==> src/hw/rtl/aet_ram.sv <==
// Generic single-port-write, single-port-read RAM with a registered read.
// Stand-alone; no package needed.
`timescale 1ns / 1ps
module aet_ram #(
  parameter int WIDTH = 8,
  parameter int DEPTH = 32
) (
  input  logic                     clk,
  input  logic                     wr_en,
  input  logic [$clog2(DEPTH)-1:0] wr_addr,
  input  logic [WIDTH-1:0]         wr_data,
  input  logic [$clog2(DEPTH)-1:0] rd_addr,
  output logic [WIDTH-1:0]         rd_data
);
  logic [WIDTH-1:0] mem [DEPTH];

  always_ff @(posedge clk) begin
    if (wr_en) begin
      mem[wr_addr] <= wr_data;
    end
    rd_data <= mem[rd_addr];
  end
endmodule

==> config.mk <==
export PLATFORM = sky130hd
export DESIGN_NAME = aet_ram
export DESIGN_NICKNAME = d
export VERILOG_FILES = /design/src/hw/rtl/aet_ram.sv
export SDC_FILE = /design/constraint.sdc
export NUM_CORES = 1
export LEC_CHECK = 0
export BUFFER_PORTS_ARGS = -buffer_cell sky130_fd_sc_hd__buf_2
export CORE_ASPECT_RATIO = 1.5
export CORE_MARGIN = 2
export CORE_UTILIZATION = 30
export CTS_CLUSTER_SIZE = 16
export DETAILED_ROUTE_END_ITERATION = 7
export SLEW_MARGIN = 20
export SYNTH_ARGS = -nofsm -noshare
export SYNTH_HDL_FRONTEND = slang
export SYNTH_SLANG_ARGS = --single-unit
==> constraint.sdc <==
create_clock -name clk -period 4.69 [get_ports clk]
set_input_delay 0.938 -clock clk [delete_from_list [all_inputs] [get_ports clk]]
set_output_delay 0.938 -clock clk [all_outputs]
set_load 0.05 [all_outputs]
==> impl_results.md <==
* Result of the run: finished clean
* Post-Synth Simple-Gate Area at 0.0207
* Clock share of power at 0.372
* Width of the die at 153 um
* Number of different library cells in the post-synthesis netlist at 15
* Worst slew margin relative to its limit at 0.240
* Post-cts hold buffer count at 0
* Share of the synthesized area in compound gates (AO/OA/AOI/OAI) at 0
* Switching fraction of total power at 0.214
* Adder and majority gate portion of the synthesized area at 0
* Std-Cell Rows at 82
* Largest family of logic cells by synthesized area: multiplexers
* Placement Setup Slack at 1.33 ns
* Worst IR drop on VDD at 0.000215 V
* Leak Pwr at 3.42 nW
* Crit start category: input pin
* Tightest Pin Transition at 1.14 ns
* Number of DRC markers in iteration 0 at 326
* Setup slack of the critical path after layout at 1.93 ns
* Post-CTS repair timing setup buffer count at 0
* Vias in the first global route at 4587
* Number of buffers inserted during clock tree synthesis at 22
* Number of non-filler instances in the completed layout at 888
* Delay of the slowest cell on the worst path at 0.55 ns
* Final setup TNS at 0 ns
* Power share of the combinational group at 0.059
* Number of filler instances in the final layout at 3099
* Total detailed-routing wirelength at 21.3 mm
* Total buffers and inverters traversed by the critical path at 2
* Min-Delay Path Class: in2reg
* Max-Cap Viols at 0
* CP Class: in2reg
* Achievable frequency at 362 MHz
* Drt via density at 4.91
* I/O pin count at 28
* Syn_nets at 437
* Worst-path fanout max at 33
* Gate count after technology mapping at 417
* Total routing resource utilization after global routing at 0.122
* Drt drc at 0
* Antenna violations before repair at 7
* Final-stage net count at 470
* Final Max Tran Viols at 0
* DIE AREA at 35000 um^2
* Synthesized area per cell at 24.1 um^2
* Remaining number of nets flagged by the antenna check after routing at 0
* Layout cell share with drive strength beyond 1 at 0.331
* Sum of overflow across all layers after global routing at 0
* Post-synthesis to final-layout area growth at 12.7%
* Max Clock Skew at 0.0271 ns
* Bufs on Longest Clock Path at 3
* Clock sink count at 264
* Die Y at 228 um
* Clock transition time at the flip-flop clock pins of the worst setup and hold paths at 0.07 ns
* Port Buf Inserts at 27
* Wire length per cell after detailed routing at 24.0 um
* DP Wirelength at 13.5 mm
* Family with the most delay on the worst path: multiplexers
* Switching power total at 0.991 mW
* Post-Route Hold Slack at 0.877 ns
* TritonCTS clock tree: yes
* Pin count of the biggest net entering global routing at 34
* CP Data Required Time at 5.09 ns
* Most frequent CP cell: mux4_2
* Post-cts sizing count at 0
* Tot Pwr at 4.62 mW
* Portion of netlist area occupied by mux cells at 0.188
* Sequential-to-total area share from yosys stat at 0.781
* Final cycle utilization of the critical path at 0.589
* #FFs+latches synth at 264
* Yosys top cell area share at 0.765
* Number of instances in the placed design at 846
* Proportion of power drawn by flip-flops and latches at 0.569
* Total iterations of the first detailed-routing run at 5
* Count of H-tree levels built during CTS at 1
* Global-route wire length before repair at 31.1 mm
* Cell taking the most area after synthesis: edfxtp_1
* RSZ-0062 raised after global routing: no
* Power per standard cell area at 408 nW/um^2
* Later-pin clock latency in the skew report at 0.53 ns
* Area of the mapped netlist at 10100 um^2
* Worst path slowest cell: mux4_2
* Fin crit period at 2.76 ns
* Number of vias in the routed layout at 4356
* Root Buffer Master: clkbuf_16
* Post-synthesis xor/xnor area fraction at 0
* CP Capture Type: register
* Arrival time reported for the critical path endpoint at 3.17 ns
* Initial core utilization at 0.302
* Setup violators final at 0
* Synth area leaders: edfxtp_1 76%, mux4_2 18%, dfxtp_1 1.6%, nor2_1 1.2%, mux2_2 0.90%
* Internal power at 3.63 mW
* Hold violation total from the final report at 0
* Final RePlAce weighted congestion at 0.748
* Worst-path cell chain: buf_4, buf_12, mux4_2, mux4_2, mux2_2
* Placeable core area at 33200 um^2
* Count of synthesis-stage warnings from yosys at 0
## cells in the mapped netlist
cell type / instances
edfxtp_1: 256
or3b_2: 3
buf_6: 1
nand3_1: 2
or3_1: 1
dfxtp_1: 8
nand3b_1: 5
buf_1: 6
nand2_1: 1
nor2_1: 33
buf_2: 1
buf_4: 6
clkbuf_1: 6
mux2_2: 8
mux4_2: 80
## metal layers
| layer | track usage | wire (um) | share of wire | vias to the layer above |
|---|---|---|---|---|
| met3 | 0.0277 | 1130 | 0.053 | 51 |
| met1 | 0.146 | 8070 | 0.38 | 2332 |
| met5 | 0 | 42 | 0.0020 | - |
| met2 | 0.210 | 11200 | 0.53 | 129 |
| met4 | 0.0550 | 813 | 0.038 | 6 |
| li1 | - | - | - | 1838 |
## registers in the layout (all words and copies together), names as in the netlist
name and cells:
mem 256, rd_data 8
## layout make-up
| cell class | instances | area, um^2 | share of cell area |
|---|---|---|---|
| flip-flops and latches | 264 | 7850 | 0.693 |
| multi-input cells | 133 | 2110 | 0.186 |
| clock buffers | 29 | 597 | 0.0527 |
| clock inverters | 10 | 67.6 | 0.00596 |
| diodes | 3 | 7.51 | 0.000663 |
| well taps | 420 | 526 | 0.0464 |
| repair buffers | 29 | 178 | 0.0157 |
## power by group through the flow
| stage | clock [mW] | combinational, mW | sequential [mW] |
|---|---|---|---|
| final | 1.72 | 0.273 | 2.63 |
| after CTS | 1.76 | 0.280 | 2.63 |
| after global placement | 0 | 0.273 | 2.68 |
| after detailed placement | 0 | 0.280 | 2.68 |
| after floorplan | 0 | 0.140 | 2.71 |
| after global routing | 1.83 | 0.291 | 2.63 |
## cell usage in the layout, fill, tap and decap left out, drive strengths merged
cell and instances:
diode 3, edfxtp 256, clkinv 8, clkinvlp 1, buf 29, or3b 3, inv 1, nor2 33
nand2 1, or3 1, dfxtp 8, nand3 2, mux2 8, clkbuf 29, mux4 80, nand3b 5
## path summary, 6_finish.rpt
kind | start | to | slack (ns) | depth (start not counted)
hold / removal | rd_addr[3] | rd_data[7] | 0.88 | 2
setup / recovery | rd_addr[0] | rd_data[4] | 1.93 | 5
hold reg to reg | mem[0][3] | rd_data[3] | 0.91 | 3
setup reg to reg | mem[24][5] | rd_data[5] | 2.81 | 3
## cell families after synthesis
logic type             count (synthesis)
DFF                                  264
muxes                                 88
buffers and inverters                 20
and+or+nand+nor                       45
## stage by stage
| stage | utilization | area (um^2) |
|---|---|---|
| 5_1_grt | 0.341 | 11300 |
| 3_5_place_dp | 0.320 | 10700 |
| 4_1_cts | 0.340 | 11300 |
| 6_report | 0.341 | 11300 |
| 2_1_floorplan | - | 10100 |
| 3_3_place_gp | 0.320 | 10700 |
Note: power is estimated with default switching activity, not from simulation.
