==> src/hw/rtl/aet_pkg.sv <==
// Package for the attention entropy telemetry block: sizes, codes and limits.
// Used by every module of the block but aet_ram; depends on nothing.
`timescale 1ns / 1ps
package aet_pkg;
  localparam int MAX_LAYERS = 32;
  localparam int MAX_HEADS  = 32;
  localparam int MAX_SEQ    = 4096;
  localparam int LAYER_W    = 5;
  localparam int HEAD_W     = 5;
  localparam int STORE_AW   = LAYER_W + HEAD_W;
  localparam int STORE_DEPTH = MAX_LAYERS * MAX_HEADS;
  localparam int ENT_W      = 24;
  localparam int ACC_W      = 28;
  localparam int CNT_W      = 13;
  localparam int POS_W      = 12;
  localparam int WEIGHT_W   = 17;
  localparam int SUM_W      = 29;
  localparam int PEAK_W     = WEIGHT_W + POS_W;

  localparam logic [WEIGHT_W-1:0] ONE_Q16 = 17'd65536;
  localparam logic [ACC_W-1:0]    ACC_MAX = 28'hFFFFFFF;
  localparam logic [ENT_W-1:0]    ENT_MAX = 24'hFFFFFF;
  localparam logic [CNT_W-1:0]    SEQ_LIMIT = 13'd4096;
  localparam logic [5:0]          LAYER_LIMIT = 6'd32;
  localparam logic [5:0]          HEAD_LIMIT  = 6'd32;

  localparam logic [1:0] KIND_HEAD   = 2'd0;
  localparam logic [1:0] KIND_LAYER  = 2'd1;
  localparam logic [1:0] KIND_GLOBAL = 2'd2;

  localparam logic [1:0] REG_LAYERS    = 2'd0;
  localparam logic [1:0] REG_HEADS     = 2'd1;
  localparam logic [1:0] REG_THRESHOLD = 2'd2;

  localparam logic ACT_WEIGHT   = 1'b0;
  localparam logic ACT_FINALIZE = 1'b1;
endpackage

==> src/hw/rtl/aet_div.sv <==
// Restoring divider, one quotient bit per cycle, for the layer and global means.
// Depends on aet_pkg for the dividend width.
`timescale 1ns / 1ps
module aet_div
  import aet_pkg::*;
(
  input  logic             clk,
  input  logic             rst,
  input  logic             start,
  input  logic [SUM_W-1:0] dividend,
  input  logic [5:0]       divisor,
  output logic             done,
  output logic [SUM_W-1:0] quotient
);
  logic             busy;
  logic [4:0]       steps;
  logic [SUM_W-1:0] dvd;
  logic [5:0]       dvs;
  logic [6:0]       rem;
  logic [6:0]       rem_shift;
  logic             fits;

  assign rem_shift = {rem[5:0], dvd[SUM_W-1]};
  assign fits      = rem_shift >= {1'b0, dvs};

  always_ff @(posedge clk) begin
    if (rst) begin
      busy <= 1'b0;
      done <= 1'b0;
    end else begin
      done <= 1'b0;
      if (start) begin
        busy  <= 1'b1;
        steps <= 5'(SUM_W - 1);
        dvd   <= dividend;
        dvs   <= divisor;
        rem   <= '0;
      end else if (busy) begin
        rem      <= fits ? rem_shift - {1'b0, dvs} : rem_shift;
        dvd      <= {dvd[SUM_W-2:0], 1'b0};
        quotient <= {quotient[SUM_W-2:0], fits};
        if (steps == 5'd0) begin
          busy <= 1'b0;
          done <= 1'b1;
        end else begin
          steps <= steps - 5'd1;
        end
      end
    end
  end
endmodule

==> config.mk <==
export PLATFORM = sky130hd
export DESIGN_NAME = aet_div
export DESIGN_NICKNAME = d
export VERILOG_FILES = /design/src/hw/rtl/aet_pkg.sv /design/src/hw/rtl/aet_div.sv
export SDC_FILE = /design/constraint.sdc
export NUM_CORES = 1
export LEC_CHECK = 0
export BUFFER_PORTS_ARGS = -buffer_cell sky130_fd_sc_hd__buf_2
export CAP_MARGIN = 20
export CORE_ASPECT_RATIO = 1.2
export CORE_MARGIN = 4
export CORE_UTILIZATION = 35
export CTS_CLUSTER_DIAMETER = 120
export DETAILED_ROUTE_END_ITERATION = 8
export GPL_ROUTABILITY_DRIVEN = 0
export REMOVE_ABC_BUFFERS = 1
export SYNTH_ARGS = -nofsm -noshare
export SYNTH_HDL_FRONTEND = slang
export SYNTH_SLANG_ARGS = --single-unit
==> constraint.sdc <==
create_clock -name clk -period 8.3 [get_ports clk]
set_input_delay 0.415 -clock clk [delete_from_list [all_inputs] [get_ports clk]]
set_output_delay 0.415 -clock clk [all_outputs]
set_load 0.05 [all_outputs]
==> results of run 1 <==
[placed cells by master, fill, tap and decap left out, drive strengths merged, types with 3 or more instances in the layout]
| master | synthesis | layout |
|---|---|---|
| a211oi | 5 | 5 |
| buf | 3 | 68 |
| clkbuf | 1 | 9 |
| clkinv | 1 | 3 |
| edfxtp | 75 | 75 |
| ha | 9 | 9 |
| inv | 9 | 11 |
| mux2 | 28 | 28 |
| nand2 | 5 | 5 |
| nor2 | 11 | 11 |
| o21a | 3 | 3 |
| o21ai | 4 | 4 |
| xnor2 | 4 | 4 |
[layer usage]
metal | routed length, µm | GRT usage [%]
met2 | 2323 | 15.20
met4 | 48 | 4.042
met5 | 0 | 0
met3 | 448 | 3.986
met1 | 2254 | 13.39
[worst max-delay path: cells and delay by family]
kind | cells | cell delay, ns
compound gates | 1 | 0.68
buf+inv | 2 | 1.06
[per-stage QoR]
stage,power [µW],instances,area [µm²]
final,834.6,380,3837
after floorplan,530.1,179,3129
after global routing,875.6,380,3837
after CTS,846.1,380,3837
after detailed placement,558.7,364,3631
after global placement,557.1,364,3631
[registers in the layout, indices dropped and copies added (netlist names)]
| signal | flops |
|---|---|
| dvd | 29 |
| quotient | 29 |
| dvs | 6 |
| rem | 6 |
| steps | 5 |
| busy | 1 |
| done | 1 |
[cell families after synthesis]
| group | count (synthesis) | share of synthesized area (%) |
|---|---|---|
| flip-flops | 77 | 72.81 |
| AO/OA/AOI/OAI | 20 | 5.048 |
| buffers and inverters | 14 | 1.788 |
| multiplexers | 30 | 10.65 |
| AND/OR/NAND/NOR | 28 | 4.372 |
| XOR/XNOR | 4 | 1.113 |
| adder cells (fa/ha/maj) | 10 | 4.213 |
[worst paths after layout]
| kind | start | endpoint | slack (ns) | cells after the start |
|---|---|---|---|---|
| worst min register to register | quotient[8] | quotient[9] | 0.45 | 0 |
| worst max register to register | rem[3] | rem[3] | 6.36 | 6 |
| worst max-delay path | start | steps[3] | 6.09 | 3 |
| worst min-delay path | divisor[5] | dvs[5] | 0.25 | 1 |
[report_power, final]
part	leakage (µW)	internal, µW	switching [µW]
clock	0.0000980	143	144
combinational	0.000639	39.2	50.1
sequential	0.000717	451	7.69
[area by class of cell]
class / instances / area (µm²)
fill: 804 / 4820
timing repair buffer: 68 / 342.8
clock inverter: 7 / 82.58
clock buffer: 9 / 123.9
inverter: 10 / 37.54
tap: 117 / 146.4
sequential: 77 / 2292
multi-input combinational: 92 / 812.0
==> summary.txt, run 1 <==
GRT
  • Vias in the first global route: 1763
  • Initial antenna violation count: 0
  • Largest net degree at the start of global routing: 39
  • Tot GR Track Use: 10.22%
  • Total gr overflow: 0
  • Wire length of the first global-routing pass: between 8 and 9 mm

Worst setup path
  • Worst path cell trace: buf_2 -> clkinv_1 -> a211oi_1
  • Element type at the critical path start: input pin
  • Largest stage delay on the critical path: 0.68 ns
  • Highest-delay cell along the critical path: a211oi_1
  • Critical setup path kind: input pin to register
  • Required time reported for the critical path endpoint: between 8 and 9 ns
  • Signal arrival time at the worst endpoint: 2.18 ns
  • Crit. End Element: register
  • Biggest fanout along the worst timing path: 38

Route
  • Via-per-instance ratio: 4.500
  • Wire length reported by the detailed router: about 5.1 mm
  • Routed wire length per instance: 13.36 µm
  • Violation count after the first detailed-route iteration: 52
  • DRT Pass-1 Iters: 4
  • Final routed DRC violation total: 0
  • DR vias: 1710
  • Detail Route Antenna Nets: 0

STA
  • Fmax: ~0.45 GHz
  • Final setup violation count: 0
  • Worst hold slack across all endpoints: 0.2546 ns
  • Clock Skew: approximately 0.012 ns
  • Final Hold Vio Count: 0
  • Worst-margin pin slew: 0.9528 ns
  • Setup tns final: 0 ns
  • Max transition margin: 36.33%
  • Final WS setup: roughly 6.1 ns
  • RSZ-0062 raised after global routing: no
  • Number of pins exceeding their max-slew limit in the final report: 0
  • Period minus WS final: 2.208 ns
  • Final Cycle Share: between 20% and 30%

Yosys
  • Count leader, synth: edfxtp_1
  • Cell count after synthesis: 183
  • Synth warn: 0
  • Number of flip-flops and latches in the synthesized netlist: 77
  • Number of flops mapped to enable cells by yosys: 75
  • Cell type with the largest total area after synthesis: edfxtp_1
  • Register area share after synthesis: 72.81%
  • Most used flip-flop cell after synthesis: edfxtp_1
  • Main area contributors after synthesis: edfxtp_1 (72%), mux2_2 (10%), ha_1 (3.6%)
  • Area share of the largest cell type after synthesis: 71.54%
  • Synth top cells by count: edfxtp_1 (75), mux2_2 (28), nor2_1 (11)
  • Proportion of synthesized flip-flops having asynchronous set or reset: 0%
  • Post-Synthesis Cell Area: 3148 µm²
  • Mean area per synthesized cell: between 15 and 20 µm²
  • Number of distinct library cells after synthesis: 33

Place
  • Buffers added on ports: 67
  • Post-Place Worst Slack: about 5.7 ns
  • Hpwl dp: 3.664 mm

Floorplan
  • Core area: a little under 9000 µm²
  • Ports placed on the boundary: 68
  • Starting utilization of the core area: 36.36%
  • Width of the chip: 94.58 µm
  • Number of rows created at floorplan: 37
  • Area of the die: 10580 µm²
  • Vertical die dimension: between 100 and 150 µm

Final layout
  • Fraction of layout instances using a drive strength above 1: 44.87%
  • Final standard cell utilization of the core: about 44%
  • Nets: 306
  • Relative area change from synthesis to final layout: 21.90%
  • Antenna diode instance count: 0

Clocking
  • Clock tree from TritonCTS: built
  • Longest Clk Path Bufs: 2
  • Clock net sink count: 77
  • Post-CTS setup-driven buffer insertion count: 0
  • Clock input transition at the sequential cells of the worst setup and hold paths: 0.08 ns
  • Clock latency at the later pin of the worst-skew pair: between 0.3 and 0.4 ns
  • Library cell used as clock root buffer: clkbuf_8
  • Resized cells post-CTS: 0
  • Level count of the clock H-tree: 3
  • Hold buffers post-CTS: 0
  • Num CTS Buffers: 9

Hold path
  • Path class of the lowest-slack min-delay path: input pin to register

Power
  • Static Leak: between 0.001 and 0.0015 µW
  • Max IR drop VDD: 121.2 µV
  • Pwr Density: 217.5 nW/µm²

Status
  • Run status: finished, final reports clean

Flow run
  • Max-cap violations: 0
Power figures use the tool's default switching activity.
==> run 2: changes to the inputs <==
==> constraint.sdc (replaced) <==
create_clock -name clk -period 1.9 [get_ports clk]
set_input_delay 0.095 -clock clk [delete_from_list [all_inputs] [get_ports clk]]
set_output_delay 0.095 -clock clk [all_outputs]
set_load 0.05 [all_outputs]
==> summary.txt, run 2 (synthesis results as in run 1) <==
Status
  • Run status: finished, final reports clean

Route
  • Routed wire length per instance: 14.30 µm (+7.1%)
  • Final routed DRC violation total: 0 (unchanged)
  • DRT Pass-1 Iters: 4 (unchanged)
  • DR vias: 1811 (+5.9%)
  • Via-per-instance ratio: 4.585 (+1.9%)
  • Wire length reported by the detailed router: 5.650 mm (+11%)
  • Detail Route Antenna Nets: 0 (unchanged)
  • Violation count after the first detailed-route iteration: 98 (+88%)

Clocking
  • Clock input transition at the sequential cells of the worst setup and hold paths: 0.08 ns (about the same)
  • Level count of the clock H-tree: 3 (unchanged)
  • Library cell used as clock root buffer: clkbuf_8
  • Longest Clk Path Bufs: 2 (unchanged)
  • Clock latency at the later pin of the worst-skew pair: 0.34 ns (about the same)
  • Num CTS Buffers: 9 (unchanged)
  • Clock tree from TritonCTS: built
  • Clock net sink count: 77 (unchanged)

Final layout
  • Nets: 322 (+5.2%)
  • Fraction of layout instances using a drive strength above 1: 49.28% (+4.4 points)
  • Leading cell types in the layout, fill and taps excluded: edfxtp_1 (75), buf_2 (67), mux2_2 (28), nor2_1 (10)
  • Fillcell total: 798 (-0.75%)
  • Antenna diode instance count: 0 (unchanged)
  • Relative area change from synthesis to final layout: 27.90%
  • Biggest registers after layout: dvd x29, quotient x29
  • Most common cell after layout, fill and taps aside: edfxtp_1

Floorplan
  • Ports placed on the boundary: 68 (unchanged)
  • Vertical die dimension: 111.9 µm (unchanged)
  • Width of the chip: 94.58 µm (unchanged)
  • Core area: 8657 µm² (unchanged)
  • Number of rows created at floorplan: 37 (unchanged)
  • Starting utilization of the core area: 36.36% (unchanged)
  • Area of the die: 10580 µm² (unchanged)

Place
  • Hpwl dp: 3.806 mm (+3.9%)
  • Buffers added on ports: 67 (unchanged)
  • Post-Place Worst Slack: 0.005272 ns (-5.710 ns)

Worst setup path
  • Worst reg-to-reg setup slack: 0.05 ns (-6.31 ns)
  • Capturing point of the worst reg2reg path: rem[5]
  • Critical setup path kind: register to register
  • Worst r2r path cells: 6 (unchanged)
  • Biggest fanout along the worst timing path: 3 (-92%)
  • Signal arrival time at the worst endpoint: 2.03 ns (-0.15 ns)
  • R2R Path Start: rem[0]
  • Crit. End Element: register
  • Worst setup endpoint: rem[5]
  • Element type at the critical path start: register
  • Worst setup path startpoint: rem[0]
  • Required time reported for the critical path endpoint: 2.07 ns (-6.20 ns)

STA
  • Period minus WS final: approximately 1.9 ns
  • Clock Skew: 0.01356 ns (+0.001717 ns)
  • Final Cycle Share: between 90% and 100%
  • Worst-margin pin slew: 0.6111 ns (-0.3417 ns)
  • Final Hold Vio Count: 0 (unchanged)
  • RSZ-0062 raised after global routing: yes
  • Fmax: 0.5397 GHz
  • Max transition margin: 58.69% (+22 points)
  • Number of pins exceeding their max-slew limit in the final report: 0 (unchanged)
  • Final WS setup: 0.04725 ns (-6.045 ns)
  • Final setup violation count: 0 (unchanged)
  • Setup tns final: 0 ns (unchanged)

Power
  • Final total power: 3554 µW (+330%)
  • Max IR drop VDD: 375.4 µV (+210%)
  • Internal: 2673 µW (+320%)
  • Power share of the clock group: 29.9% (-4.5 points)
  • Static Leak: 0.001526 µW (+4.9%)
  • Sequential cell fraction of total power: 56.4% (+1.5 points)
  • Net Switching: 881.5 µW (+340%)
  • Combinational group share of total power: 13.7% (+3.0 points)
  • Pwr Density: 882.8 nW/µm² (+310%)
  • Sw Ratio: 24.80% (+0.62 points)

Hold path
  • Path class of the lowest-slack min-delay path: input pin to register

GRT
  • Tot GR Track Use: 10.88% (+0.66 points)
  • Largest net degree at the start of global routing: 36 (-7.7%)
  • Wire length of the first global-routing pass: 8.783 mm (+4.9%)
  • Total gr overflow: 0 (unchanged)
  • Initial antenna violation count: 0 (unchanged)
  • Vias in the first global route: 1875 (+6.4%)

Flow run
  • Max-cap violations: 0 (unchanged)
[run 2: changes by cell type in the layout (fill, tap and decap cells not counted), sizes merged]
cell,previous run,this run
bufinv,1,0
clkbuf,9,10
buf,68,76
clkinvlp,2,0
dlygate4sd3,0,7
clkinv,3,5
inv,11,10
o21ai,4,5
[run 2: power groups by stage]
stage | Clock, µW | Sequential, µW | Combinational [µW]
floorplan | 0 | 2080 | 239
global placement | 0 | 2040 | 406
detailed placement | 0 | 2040 | 414
CTS | 1110 | 2000 | 426
global route | 1180 | 2010 | 537
finish | 1060 | 2000 | 488
[run 2: repair_timing]
item	in CTS	in global routing
cloned	0	1
hold endpoints to repair	7	0
resized for setup	0	16
buffers inserted	0	2
endpoints found under the setup margin	2	11
hold buffers	7	0
pin swaps	1	2
[run 2: worst min path at each step]
| stage | to | startpoint | cells past startpoint | slack, ns |
|---|---|---|---|---|
| floorplan | busy | rst | 1 | 0.17 |
| global placement | dvs[1] | divisor[1] | 1 | 0.27 |
| detailed placement | dvs[0] | divisor[0] | 1 | 0.27 |
| CTS | dvd[0] | dividend[0] | 2 | 0.02 |
| global route | dvd[21] | dividend[21] | 2 | 0.03 |
| finish | dvd[0] | dividend[0] | 2 | 0.04 |
[run 2: per-stage QoR]
stage / area (µm²) / std cells / utilization [%] / hold WS, ns
final: 4026 / 395 / 46.51 / 0.03819
after detailed placement: 3676 / 370 / 42.46 / 0.2736
after global routing: 4026 / 395 / 46.51 / 0.02746
after floorplan: 3129 / 179 / - / 0.1678
after CTS: 3910 / 392 / 45.17 / 0.01778
after global placement: 3676 / 370 / 42.46 / 0.2739
[run 2: final cells by class]
cell class	count	area [µm²]	area share, %
sequential	77	2292	56.93
multi-input combinational	93	913.4	22.68
timing repair buffer	83	473.0	11.75
tap	117	146.4	3.636
clock buffer	10	127.6	3.170
inverter	10	37.54	0.9323
clock inverter	5	36.28	0.9012
[run 2: routing by layer]
| metal | global-route usage, % | routed length, µm | up-vias | part of all wire, % |
|---|---|---|---|---|
| met5 | 0 | 0 | - | 0 |
| met4 | 4.909 | 70 | 0 | 1.2 |
| met3 | 3.716 | 376 | 7 | 6.7 |
| met2 | 17.47 | 2783 | 56 | 49 |
| met1 | 13.11 | 2420 | 877 | 43 |
| li1 | - | - | 871 | - |
[run 2: worst max-delay path: stages (launching register included)]
cell and delay [ns]:
edfxtp_1 0.45, ha_4 0.26, nor2b_4 0.12, o31a_1 0.25, o21a_1 0.20, o21a_1 0.18, o32ai_2 0.23
